--- config.mk ---
export PLATFORM = sky130hd
export DESIGN_NAME = rpn_stack_calculator_core
export DESIGN_NICKNAME = d
export VERILOG_FILES = /design/src/hdl/rpn_pkg.sv /design/src/hdl/rpn_alu.sv /design/src/hdl/rpn_b2d.sv /design/src/hdl/rpn_stack_calculator_core.sv
export SDC_FILE = /design/constraint.sdc
export NUM_CORES = 2
export LEC_CHECK = 0
export ABC_CLOCK_PERIOD_IN_PS = 7430
export BUFFER_PORTS_ARGS = -buffer_cell sky130_fd_sc_hd__buf_2
export CAP_MARGIN = 15
export CORE_MARGIN = 8
export CORE_UTILIZATION = 45
export CTS_BUF_LIST = sky130_fd_sc_hd__clkbuf_4 sky130_fd_sc_hd__clkbuf_8
export CTS_CLUSTER_DIAMETER = 40
export DETAILED_ROUTE_END_ITERATION = 16
export PLACE_DENSITY = 0.68
export SLEW_MARGIN = 10
export SYNTH_ARGS = -nofsm -noshare
export SYNTH_HDL_FRONTEND = slang
export SYNTH_SLANG_ARGS = --single-unit
--- constraint.sdc ---
create_clock -name clk_i -period 7.43 [get_ports clk_i]
set_input_delay 0 -clock clk_i [delete_from_list [all_inputs] [get_ports clk_i]]
set_output_delay 0 -clock clk_i [all_outputs]
set_load 0.01 [all_outputs]
--- src/hdl/rpn_pkg.sv ---
// ----------------------------------------------------------------------------
// RPN calculator package
// Shared constants and types for the RPN stack calculator.
// ----------------------------------------------------------------------------
`timescale 1ns / 1ps
`default_nettype none
package rpn_pkg;
  localparam int DATA_W      = 32;
  localparam int STACK_DEPTH = 5;
  localparam int CNT_W       = $clog2(STACK_DEPTH + 1);
  localparam int BCD_DIGITS  = 10;
  localparam int BCD_W       = 4 * BCD_DIGITS;
  localparam int STEP_W      = $clog2(DATA_W);

  localparam logic [7:0] CHAR_OP_LO = 8'h2A;
  localparam logic [7:0] CHAR_OP_HI = 8'h2F;
  localparam logic [7:0] CHAR_ZERO  = 8'h30;
  localparam logic [7:0] CHAR_NINE  = 8'h39;
  localparam logic [7:0] CHAR_PLUS  = 8'h2B;
  localparam logic [7:0] CHAR_MINUS = 8'h2D;
  localparam logic [7:0] CHAR_TIMES = 8'h2A;
  localparam logic [7:0] CHAR_DIV   = 8'h2F;
  localparam logic [7:0] CHAR_NUL   = 8'h00;

  localparam logic [1:0] ST_OK        = 2'd0;
  localparam logic [1:0] ST_FULL      = 2'd1;
  localparam logic [1:0] ST_UNDERFLOW = 2'd2;
  localparam logic [1:0] ST_DIV_ZERO  = 2'd3;

  typedef struct packed {
    logic start;
    logic is_div;
  } rpn_alu_ctl_t;
endpackage
`default_nettype wire

--- src/hdl/rpn_alu.sv ---
// ----------------------------------------------------------------------------
// RPN bit-serial arithmetic unit
// Shift-add multiply and restoring signed divide, one bit per cycle.
// ----------------------------------------------------------------------------
`timescale 1ns / 1ps
`default_nettype none
module rpn_alu (
  input  wire logic                       clk_i,
  input  wire logic                       rst_ni,
  input  wire rpn_pkg::rpn_alu_ctl_t      ctl_i,
  input  wire logic [rpn_pkg::DATA_W-1:0] a_i,
  input  wire logic [rpn_pkg::DATA_W-1:0] b_i,
  output logic                            done_o,
  output logic [rpn_pkg::DATA_W-1:0]      res_o
);
  import rpn_pkg::*;

  logic              busy_q, div_q, neg_q;
  logic [STEP_W-1:0] step_q;
  logic [DATA_W-1:0] a_q, b_q, acc_q;
  logic [DATA_W-1:0] rem_q;
  logic [DATA_W:0]   rem_sh;
  logic              fits;

  assign rem_sh = {rem_q, a_q[DATA_W-1]};
  assign fits   = rem_sh >= {1'b0, b_q};

  always_ff @(posedge clk_i or negedge rst_ni) begin
    if (!rst_ni) begin
      busy_q <= 1'b0;
      done_o <= 1'b0;
      step_q <= '0;
    end else begin
      done_o <= busy_q && !ctl_i.start && (step_q == STEP_W'(DATA_W - 1));
      if (ctl_i.start) begin
        busy_q <= 1'b1;
        step_q <= '0;
      end else if (busy_q) begin
        step_q <= step_q + 1'b1;
        if (step_q == STEP_W'(DATA_W - 1)) begin
          busy_q <= 1'b0;
        end
      end
    end
  end

  always_ff @(posedge clk_i) begin
    if (ctl_i.start) begin
      div_q <= ctl_i.is_div;
      neg_q <= a_i[DATA_W-1] ^ b_i[DATA_W-1];
      acc_q <= '0;
      rem_q <= '0;
      if (ctl_i.is_div) begin
        a_q <= a_i[DATA_W-1] ? DATA_W'(0) - a_i : a_i;
        b_q <= b_i[DATA_W-1] ? DATA_W'(0) - b_i : b_i;
      end else begin
        a_q <= a_i;
        b_q <= b_i;
      end
    end else if (busy_q) begin
      if (div_q) begin
        // Dividend bits move into the remainder; quotient bits fill a_q.
        rem_q <= fits ? DATA_W'(rem_sh - {1'b0, b_q}) : rem_sh[DATA_W-1:0];
        a_q   <= {a_q[DATA_W-2:0], fits};
      end else begin
        if (b_q[0]) acc_q <= acc_q + a_q;
        a_q <= {a_q[DATA_W-2:0], 1'b0};
        b_q <= {1'b0, b_q[DATA_W-1:1]};
      end
    end
  end

  always_comb begin
    if (div_q) res_o = neg_q ? DATA_W'(0) - a_q : a_q;
    else       res_o = acc_q;
  end
endmodule
`default_nettype wire

--- src/hdl/rpn_b2d.sv ---
// ----------------------------------------------------------------------------
// RPN binary to decimal converter
// Shift-and-add-3 conversion, one binary bit per cycle.
// ----------------------------------------------------------------------------
`timescale 1ns / 1ps
`default_nettype none
module rpn_b2d (
  input  wire logic                       clk_i,
  input  wire logic                       rst_ni,
  input  wire logic                       start_i,
  input  wire logic [rpn_pkg::DATA_W-1:0] mag_i,
  output logic                            done_o,
  output logic [rpn_pkg::BCD_W-1:0]       bcd_o
);
  import rpn_pkg::*;

  logic              busy_q;
  logic [STEP_W-1:0] step_q;
  logic [DATA_W-1:0] bin_q;
  logic [BCD_W-1:0]  adj;

  always_comb begin
    for (int i = 0; i < BCD_DIGITS; i++) begin
      adj[4*i +: 4] = (bcd_o[4*i +: 4] >= 4'd5) ? bcd_o[4*i +: 4] + 4'd3 : bcd_o[4*i +: 4];
    end
  end

  always_ff @(posedge clk_i or negedge rst_ni) begin
    if (!rst_ni) begin
      busy_q <= 1'b0;
      done_o <= 1'b0;
      step_q <= '0;
    end else begin
      done_o <= busy_q && !start_i && (step_q == STEP_W'(DATA_W - 1));
      if (start_i) begin
        busy_q <= 1'b1;
        step_q <= '0;
      end else if (busy_q) begin
        step_q <= step_q + 1'b1;
        if (step_q == STEP_W'(DATA_W - 1)) begin
          busy_q <= 1'b0;
        end
      end
    end
  end

  always_ff @(posedge clk_i) begin
    if (start_i) begin
      bin_q <= mag_i;
      bcd_o <= '0;
    end else if (busy_q) begin
      bcd_o <= {adj[BCD_W-2:0], bin_q[DATA_W-1]};
      bin_q <= {bin_q[DATA_W-2:0], 1'b0};
    end
  end
endmodule
`default_nettype wire

--- src/hdl/rpn_stack_calculator_core.sv ---
// ----------------------------------------------------------------------------
// RPN stack calculator core
// Tokenizes ASCII bytes, runs a five-entry operand stack and prints results.
// ----------------------------------------------------------------------------
// Token bytes are absorbed while in_ready_o is high and produce no output item.
// Number terminators and error cases give one item in the cycle after acceptance.
// An operator's first character follows the S_ALU (multiply and divide only),
// S_APPLY, S_CONV and S_SKIP states, where leading zeros are skipped;
// characters then leave one per cycle while out_ready_i holds.
// Reset (rst_ni low, asynchronous) empties the stack and clears token state.
`timescale 1ns / 1ps
`default_nettype none
module rpn_stack_calculator_core (
  input  wire logic        clk_i,
  input  wire logic        rst_ni,
  input  wire logic        in_valid_i,
  output logic             in_ready_o,
  input  wire logic [7:0]  rx_byte_i,
  output logic             out_valid_o,
  input  wire logic        out_ready_i,
  output logic [7:0]       tx_byte_o,
  output logic             last_o,
  output logic [1:0]       status_o,
  output logic [2:0]       depth_o,
  output logic signed [31:0] top_value_o
);
  import rpn_pkg::*;

  localparam logic [2:0] S_IDLE  = 3'd0;
  localparam logic [2:0] S_ALU   = 3'd1;
  localparam logic [2:0] S_APPLY = 3'd2;
  localparam logic [2:0] S_CONV  = 3'd3;
  localparam logic [2:0] S_SKIP  = 3'd4;
  localparam logic [2:0] S_SIGN  = 3'd5;
  localparam logic [2:0] S_DIG   = 3'd6;
  localparam logic [2:0] S_TERM  = 3'd7;

  logic [2:0]        state_q;
  logic [DATA_W-1:0] stk_q [STACK_DEPTH];
  logic [CNT_W-1:0]  count_q;
  logic [DATA_W-1:0] acc_q, res_q, acc_d;
  logic [7:0]        first_q;
  logic              active_q, running_q, neg_q;
  logic [3:0]        left_q;
  logic [BCD_W-1:0]  dig_q;

  logic [7:0] tx_q;
  logic       last_q, valid_q, valid_d;
  logic [1:0] status_q;

  logic         accept, out_free, is_dig, is_op, first_dig;
  rpn_alu_ctl_t alu_ctl;
  logic         alu_done, b2d_start, b2d_done;
  logic [DATA_W-1:0] alu_res;
  logic [BCD_W-1:0]  bcd;

  assign out_free   = !valid_q || out_ready_i;
  assign in_ready_o = (state_q == S_IDLE) && out_free;
  assign accept     = in_valid_i && in_ready_o;
  assign is_dig     = rx_byte_i >= CHAR_ZERO && rx_byte_i <= CHAR_NINE;
  assign is_op      = rx_byte_i >= CHAR_OP_LO && rx_byte_i <= CHAR_OP_HI;
  assign first_dig  = first_q >= CHAR_ZERO && first_q <= CHAR_NINE;
  assign acc_d      = {acc_q[DATA_W-4:0], 3'b000} + {acc_q[DATA_W-2:0], 1'b0}
                      + DATA_W'(rx_byte_i - CHAR_ZERO);

  assign alu_ctl.start  = accept && !is_dig && !is_op && active_q && !first_dig
                          && count_q >= CNT_W'(2)
                          && (first_q == CHAR_TIMES
                              || (first_q == CHAR_DIV && stk_q[1] != '0));
  assign alu_ctl.is_div = first_q == CHAR_DIV;
  assign b2d_start      = state_q == S_APPLY;

  rpn_alu u_alu (
    .clk_i (clk_i), .rst_ni(rst_ni), .ctl_i(alu_ctl),
    .a_i   (stk_q[0]), .b_i(stk_q[1]), .done_o(alu_done), .res_o(alu_res)
  );

  rpn_b2d u_b2d (
    .clk_i  (clk_i), .rst_ni(rst_ni), .start_i(b2d_start),
    .mag_i  (res_q[DATA_W-1] ? DATA_W'(0) - res_q : res_q),
    .done_o (b2d_done), .bcd_o(bcd)
  );

  // An item is loaded whenever a character is emitted or a single-item
  // terminator is accepted; otherwise a taken item empties the register.
  always_comb begin
    valid_d = valid_q && !out_ready_i;
    if ((state_q == S_SIGN || state_q == S_DIG || state_q == S_TERM) && out_free) begin
      valid_d = 1'b1;
    end
    if (accept && !is_dig && !is_op && active_q
        && (first_dig || count_q < CNT_W'(2)
            || (first_q == CHAR_DIV && stk_q[1] == '0))) begin
      valid_d = 1'b1;
    end
  end

  always_ff @(posedge clk_i or negedge rst_ni) begin
    if (!rst_ni) begin
      state_q   <= S_IDLE;
      count_q   <= '0;
      acc_q     <= '0;
      first_q   <= '0;
      active_q  <= 1'b0;
      running_q <= 1'b0;
      valid_q   <= 1'b0;
    end else begin
      valid_q <= valid_d;
      unique case (state_q)
        S_IDLE: begin
          if (accept) begin
            if (is_dig || is_op) begin
              if (!active_q) begin
                active_q  <= 1'b1;
                first_q   <= rx_byte_i;
                acc_q     <= is_dig ? DATA_W'(rx_byte_i - CHAR_ZERO) : '0;
                running_q <= is_dig;
              end else if (running_q) begin
                if (is_dig) acc_q <= acc_d;
                else        running_q <= 1'b0;
              end
            end else if (active_q) begin
              active_q  <= 1'b0;
              running_q <= 1'b0;
              acc_q     <= '0;
              if (first_dig) begin
                if (count_q != CNT_W'(STACK_DEPTH)) count_q <= count_q + 1'b1;
              end else if (count_q >= CNT_W'(2)) begin
                if (first_q == CHAR_TIMES || first_q == CHAR_DIV) begin
                  if (alu_ctl.start) state_q <= S_ALU;
                end else begin
                  state_q <= S_APPLY;
                end
              end
            end
          end
        end
        S_ALU:   if (alu_done) state_q <= S_APPLY;
        S_APPLY: begin
          count_q <= count_q - 1'b1;
          state_q <= S_CONV;
        end
        S_CONV:  if (b2d_done) state_q <= S_SKIP;
        S_SKIP: begin
          if (dig_q[BCD_W-1 -: 4] != 4'd0 || left_q == 4'd1) begin
            state_q <= neg_q ? S_SIGN : S_DIG;
          end
        end
        S_SIGN:  if (out_free) state_q <= S_DIG;
        S_DIG:   if (out_free && left_q == 4'd1) state_q <= S_TERM;
        S_TERM:  if (out_free) state_q <= S_IDLE;
        default: state_q <= S_IDLE;
      endcase
    end
  end

  // Payload and datapath registers.
  always_ff @(posedge clk_i) begin
    case (state_q)
      S_IDLE: begin
        if (accept && !is_dig && !is_op && active_q) begin
          tx_q   <= CHAR_NUL;
          last_q <= 1'b1;
          if (first_dig) begin
            if (count_q != CNT_W'(STACK_DEPTH)) begin
              stk_q[0] <= acc_q;
              for (int i = 1; i < STACK_DEPTH; i++) stk_q[i] <= stk_q[i-1];
              status_q <= ST_OK;
            end else begin
              status_q <= ST_FULL;
            end
          end else if (count_q < CNT_W'(2)) begin
            status_q <= ST_UNDERFLOW;
          end else if (first_q == CHAR_DIV && stk_q[1] == '0) begin
            status_q <= ST_DIV_ZERO;
          end else begin
            status_q <= ST_OK;
          end
          if (first_q == CHAR_PLUS)       res_q <= stk_q[0] + stk_q[1];
          else if (first_q == CHAR_MINUS) res_q <= stk_q[0] - stk_q[1];
          else                            res_q <= '0;
        end
      end
      S_ALU: if (alu_done) res_q <= alu_res;
      S_APPLY: begin
        stk_q[0] <= res_q;
        for (int i = 1; i < STACK_DEPTH - 1; i++) stk_q[i] <= stk_q[i+1];
        neg_q  <= res_q[DATA_W-1];
        left_q <= 4'(BCD_DIGITS);
      end
      S_CONV: if (b2d_done) dig_q <= bcd;
      S_SKIP: begin
        if (dig_q[BCD_W-1 -: 4] == 4'd0 && left_q != 4'd1) begin
          dig_q  <= {dig_q[BCD_W-5:0], 4'd0};
          left_q <= left_q - 1'b1;
        end
      end
      S_SIGN: if (out_free) begin
        tx_q   <= CHAR_MINUS;
        last_q <= 1'b0;
      end
      S_DIG: if (out_free) begin
        tx_q   <= CHAR_ZERO + 8'(dig_q[BCD_W-1 -: 4]);
        last_q <= 1'b0;
        dig_q  <= {dig_q[BCD_W-5:0], 4'd0};
        left_q <= left_q - 1'b1;
      end
      S_TERM: if (out_free) begin
        tx_q   <= CHAR_NUL;
        last_q <= 1'b1;
      end
      default: ;
    endcase
  end

  assign out_valid_o = valid_q;
  assign tx_byte_o   = tx_q;
  assign last_o      = last_q;
  assign status_o    = status_q;
  assign depth_o     = 3'(count_q);
  assign top_value_o = (count_q == '0) ? '0 : signed'(stk_q[0]);

  a_count_bound: assert property (@(posedge clk_i) disable iff (!rst_ni)
    count_q <= CNT_W'(STACK_DEPTH)) else $error("stack count beyond depth");
  a_apply_depth: assert property (@(posedge clk_i) disable iff (!rst_ni)
    state_q == S_APPLY |-> count_q >= CNT_W'(2)) else $error("pop without operands");
  a_out_empty_busy: assert property (@(posedge clk_i) disable iff (!rst_ni)
    (state_q == S_ALU || state_q == S_CONV) |-> !valid_q)
    else $error("output held during compute");
  a_alu_from_idle: assert property (@(posedge clk_i) disable iff (!rst_ni)
    alu_ctl.start |=> state_q == S_ALU) else $error("alu start lost");
endmodule
`default_nettype wire
==> run metrics <==
Syn Std Cell Area 0.0330 sq mm; Final Cell Area 0.0365 sq mm; register area share after synthesis 0.424; multi-input logic area 0.0179 sq mm; Clk pin slew, worst setup/hold paths 0.06 ns; antenna violations before repair 3; worst hold start rx_byte_i[5]; Nets 4008; global-route wire length before repair 146000 um; fill cell count 6919; Die Area 0.0823 sq mm; GP Congestion 0.994; EDFF count, synth 344; DRT iter0 DRCs 2698; maximum clock rate 205 MHz; fin crit share 0.657; via count 28000; layout cells sized above 1 0.0825; clk sinks 511; final number of setup-violating endpoints 0; crit start category flop; largest net degree at the start of global routing 121; Most used DFF post-synth edfxtp_1; WP data required 8.03 ns; reg-to-reg critical path endpoint u_alu.rem_q[3]$_SDFFE_PN0P_; Seq cells post-synth 511; Final ANT Viol Nets 0; Vias/cell 5.81; CTS tree yes; logic gate share of total power 0.420; RSZ-0062 raised after global routing no; initial core utilization 0.453; hold path depth 3; grt ovf 0; min-delay worst type input pin to flop; Worst setup EP type flop; Fin. Hold Viols 0; area growth from synthesis to layout 10.6%; ys async rst share 0.123; register area 0.0140 sq mm; leakage 15.2 nW; Yosys cell types 77; status completed; post-synth top area cell edfxtp_1; gr usage total 0.220; worst-path fanout max 65; Yosys top cell area share 0.313; placed cell count 4620; clock power share 0.226; Sw Ratio 0.430; Crit path arrival time 5.48 ns; minimum clock period 4.88 ns; Max Slew Vio Count 0; fin cells 4815; Site Rows 99; Post-Route WL 93700 um; Die X 287 um; Final HPWL DP 66700 um; root buffer cell clkbuf_8; crit path kind flop to flop; hold path endpoint first_q[5]$_DFFE_PN0P_; Post-synth top cells nand2_1, o21ai_0, edfxtp_1; Slew headroom 0.262; Setup Skew 0.0576 ns; # resized after CTS 0; Least-Margin Pin Slew 1.11 ns; Switching Power 5.57 mW; Skew-Pair Late Insertion Delay 0.72 ns; max-cap viol count 0; number of global-route vias before repair 25900; DR pass1 iterations 5; CTS Buf Count 95; CTS max path bufs 3; wire per inst 19.5 um; R2R depth 12; Max VDD drop 0.341 mV; Synthesis Warnings 0; post-synthesis cell count 3741; # port buffers 57; P_int 7.36 mW; syn_area_per_cell 8.82 sq um; Reg power frac 0.354; Synth area leaders edfxtp_1, nand2_1, ha_1, dfxtp_1, o21ai_0; die height 287 um; H-tree Lvls 3; R2R Setup Slk 2.55 ns; # IOs 60; Pwr per Cell Area 354 mW/mm^2; DP Area 0.0343 sq mm; Tot Pwr 12.9 mW; # DRC 0; most common cell in the synthesized netlist nand2_1; reg2reg start stk_q[0][39]$_DFFE_PP_; core area 0.0728 sq mm; setup TNS 0 ns
-- flip-flops by register name, indices dropped and copies added, names as in the netlist, 2 cells and up --
name          count
u_alu.acc_q      32
u_alu.step_q      5
depth_o           3
u_b2d.bin_q      32
dig_q            40
u_alu.rem_q      32
first_q           8
status_o          2
tx_byte_o         6
res_q            32
u_b2d.step_q      5
u_alu.a_q        32
left_q            4
state_q           3
stk_q           160
u_alu.b_q        32
acc_q            32
u_b2d.bcd_o      40
-- worst max path at each step --
stage                      startpoint  slack, ns                      endpoint  cells past startpoint
2_1_floorplan  state_q[2]$_DFFE_PN0P_       1.68         stk_q[0][0]$_DFFE_PP_                      9
3_3_place_gp   stk_q[0][39]$_DFFE_PP_       2.83  u_alu.rem_q[18]$_SDFFE_PN0P_                     12
3_5_place_dp   stk_q[0][39]$_DFFE_PP_       2.73   u_alu.rem_q[6]$_SDFFE_PN0P_                     12
4_1_cts        stk_q[0][39]$_DFFE_PP_       2.68  u_alu.rem_q[12]$_SDFFE_PN0P_                     12
5_1_grt        stk_q[0][39]$_DFFE_PP_       2.32  u_alu.rem_q[12]$_SDFFE_PN0P_                     12
6_report       stk_q[0][39]$_DFFE_PP_       2.55   u_alu.rem_q[3]$_SDFFE_PN0P_                     12
-- cells by family after synthesis --
group,Yosys count,share of synthesized area
buffers and inverters,336,0.0385
multiplexers,33,0.0102
flip-flops,511,0.424
other,1,0.000114
AND/OR/NAND/NOR,1348,0.179
adder cells (fa/ha/maj),222,0.0919
XOR/XNOR,232,0.0616
AO/OA/AOI/OAI,1058,0.195
-- stage by stage --
stage	util	hold slack [ns]	setup slack [ns]
2_1_floorplan	-	-0.296	1.68
3_3_place_gp	0.470	0.239	2.83
3_5_place_dp	0.470	0.249	2.73
4_1_cts	0.501	0.0834	2.68
5_1_grt	0.501	0.134	2.32
6_report	0.501	0.155	2.55
-- cell type report --
type	instances	area share
Multi-Input combinational cell	2895	0.489
Sequential cell	511	0.383
Clock buffer	136	0.0456
Tap cell	959	0.0329
Timing Repair Buffer	118	0.0223
Inverter	153	0.0159
Clock inverter	42	0.0108
Antenna cell	1	0.0000686
-- repair_timing --
item / in CTS / in global routing
setup buffers: 0 / 0
hold buffers: 15 / 0
hold endpoints to repair: 85 / 0
-- worst max-delay path, stage by stage (launching register included) --
cell	delay [ns]
edfxtp_1	0.47
or4_1	0.61
nor4_1	0.22
nor2b_1	0.53
nand2_1	0.24
nor3_1	0.22
buf_4	0.18
and3_1	0.20
a21o_2	0.13
buf_4	0.51
clkinv_1	0.75
buf_4	0.48
a211oi_1	0.20
-- cell usage in the layout (no fill, tap or decap), drive strengths merged, types with 103 or more instances in the layout --
cell type  instances
nand2            745
ha               188
edfxtp           344
xor2             124
o21ai            365
buf              103
clkbuf           136
nor2             242
xnor2            108
dfxtp            104
inv              160
a21oi            294
-- power groups by stage --
stage | logic, mW | registers, mW | clock network [mW]
2_1_floorplan | 3.71 | 4.40 | 0
3_3_place_gp | 5.26 | 4.58 | 0
3_5_place_dp | 5.25 | 4.60 | 0
4_1_cts | 5.30 | 4.55 | 2.99
5_1_grt | 5.93 | 4.62 | 3.11
6_report | 5.43 | 4.57 | 2.93
-- per-layer routing --
| layer | vias up | global-route usage | share of wire |
|---|---|---|---|
| met2 | 1042 | 0.334 | 0.44 |
| met5 | - | 0 | 0.00014 |
| li1 | 13400 | - | - |
| met4 | 2 | 0.0957 | 0.043 |
| met1 | 13300 | 0.304 | 0.44 |
| met3 | 189 | 0.0415 | 0.076 |
(Power assumes the default switching activity.)
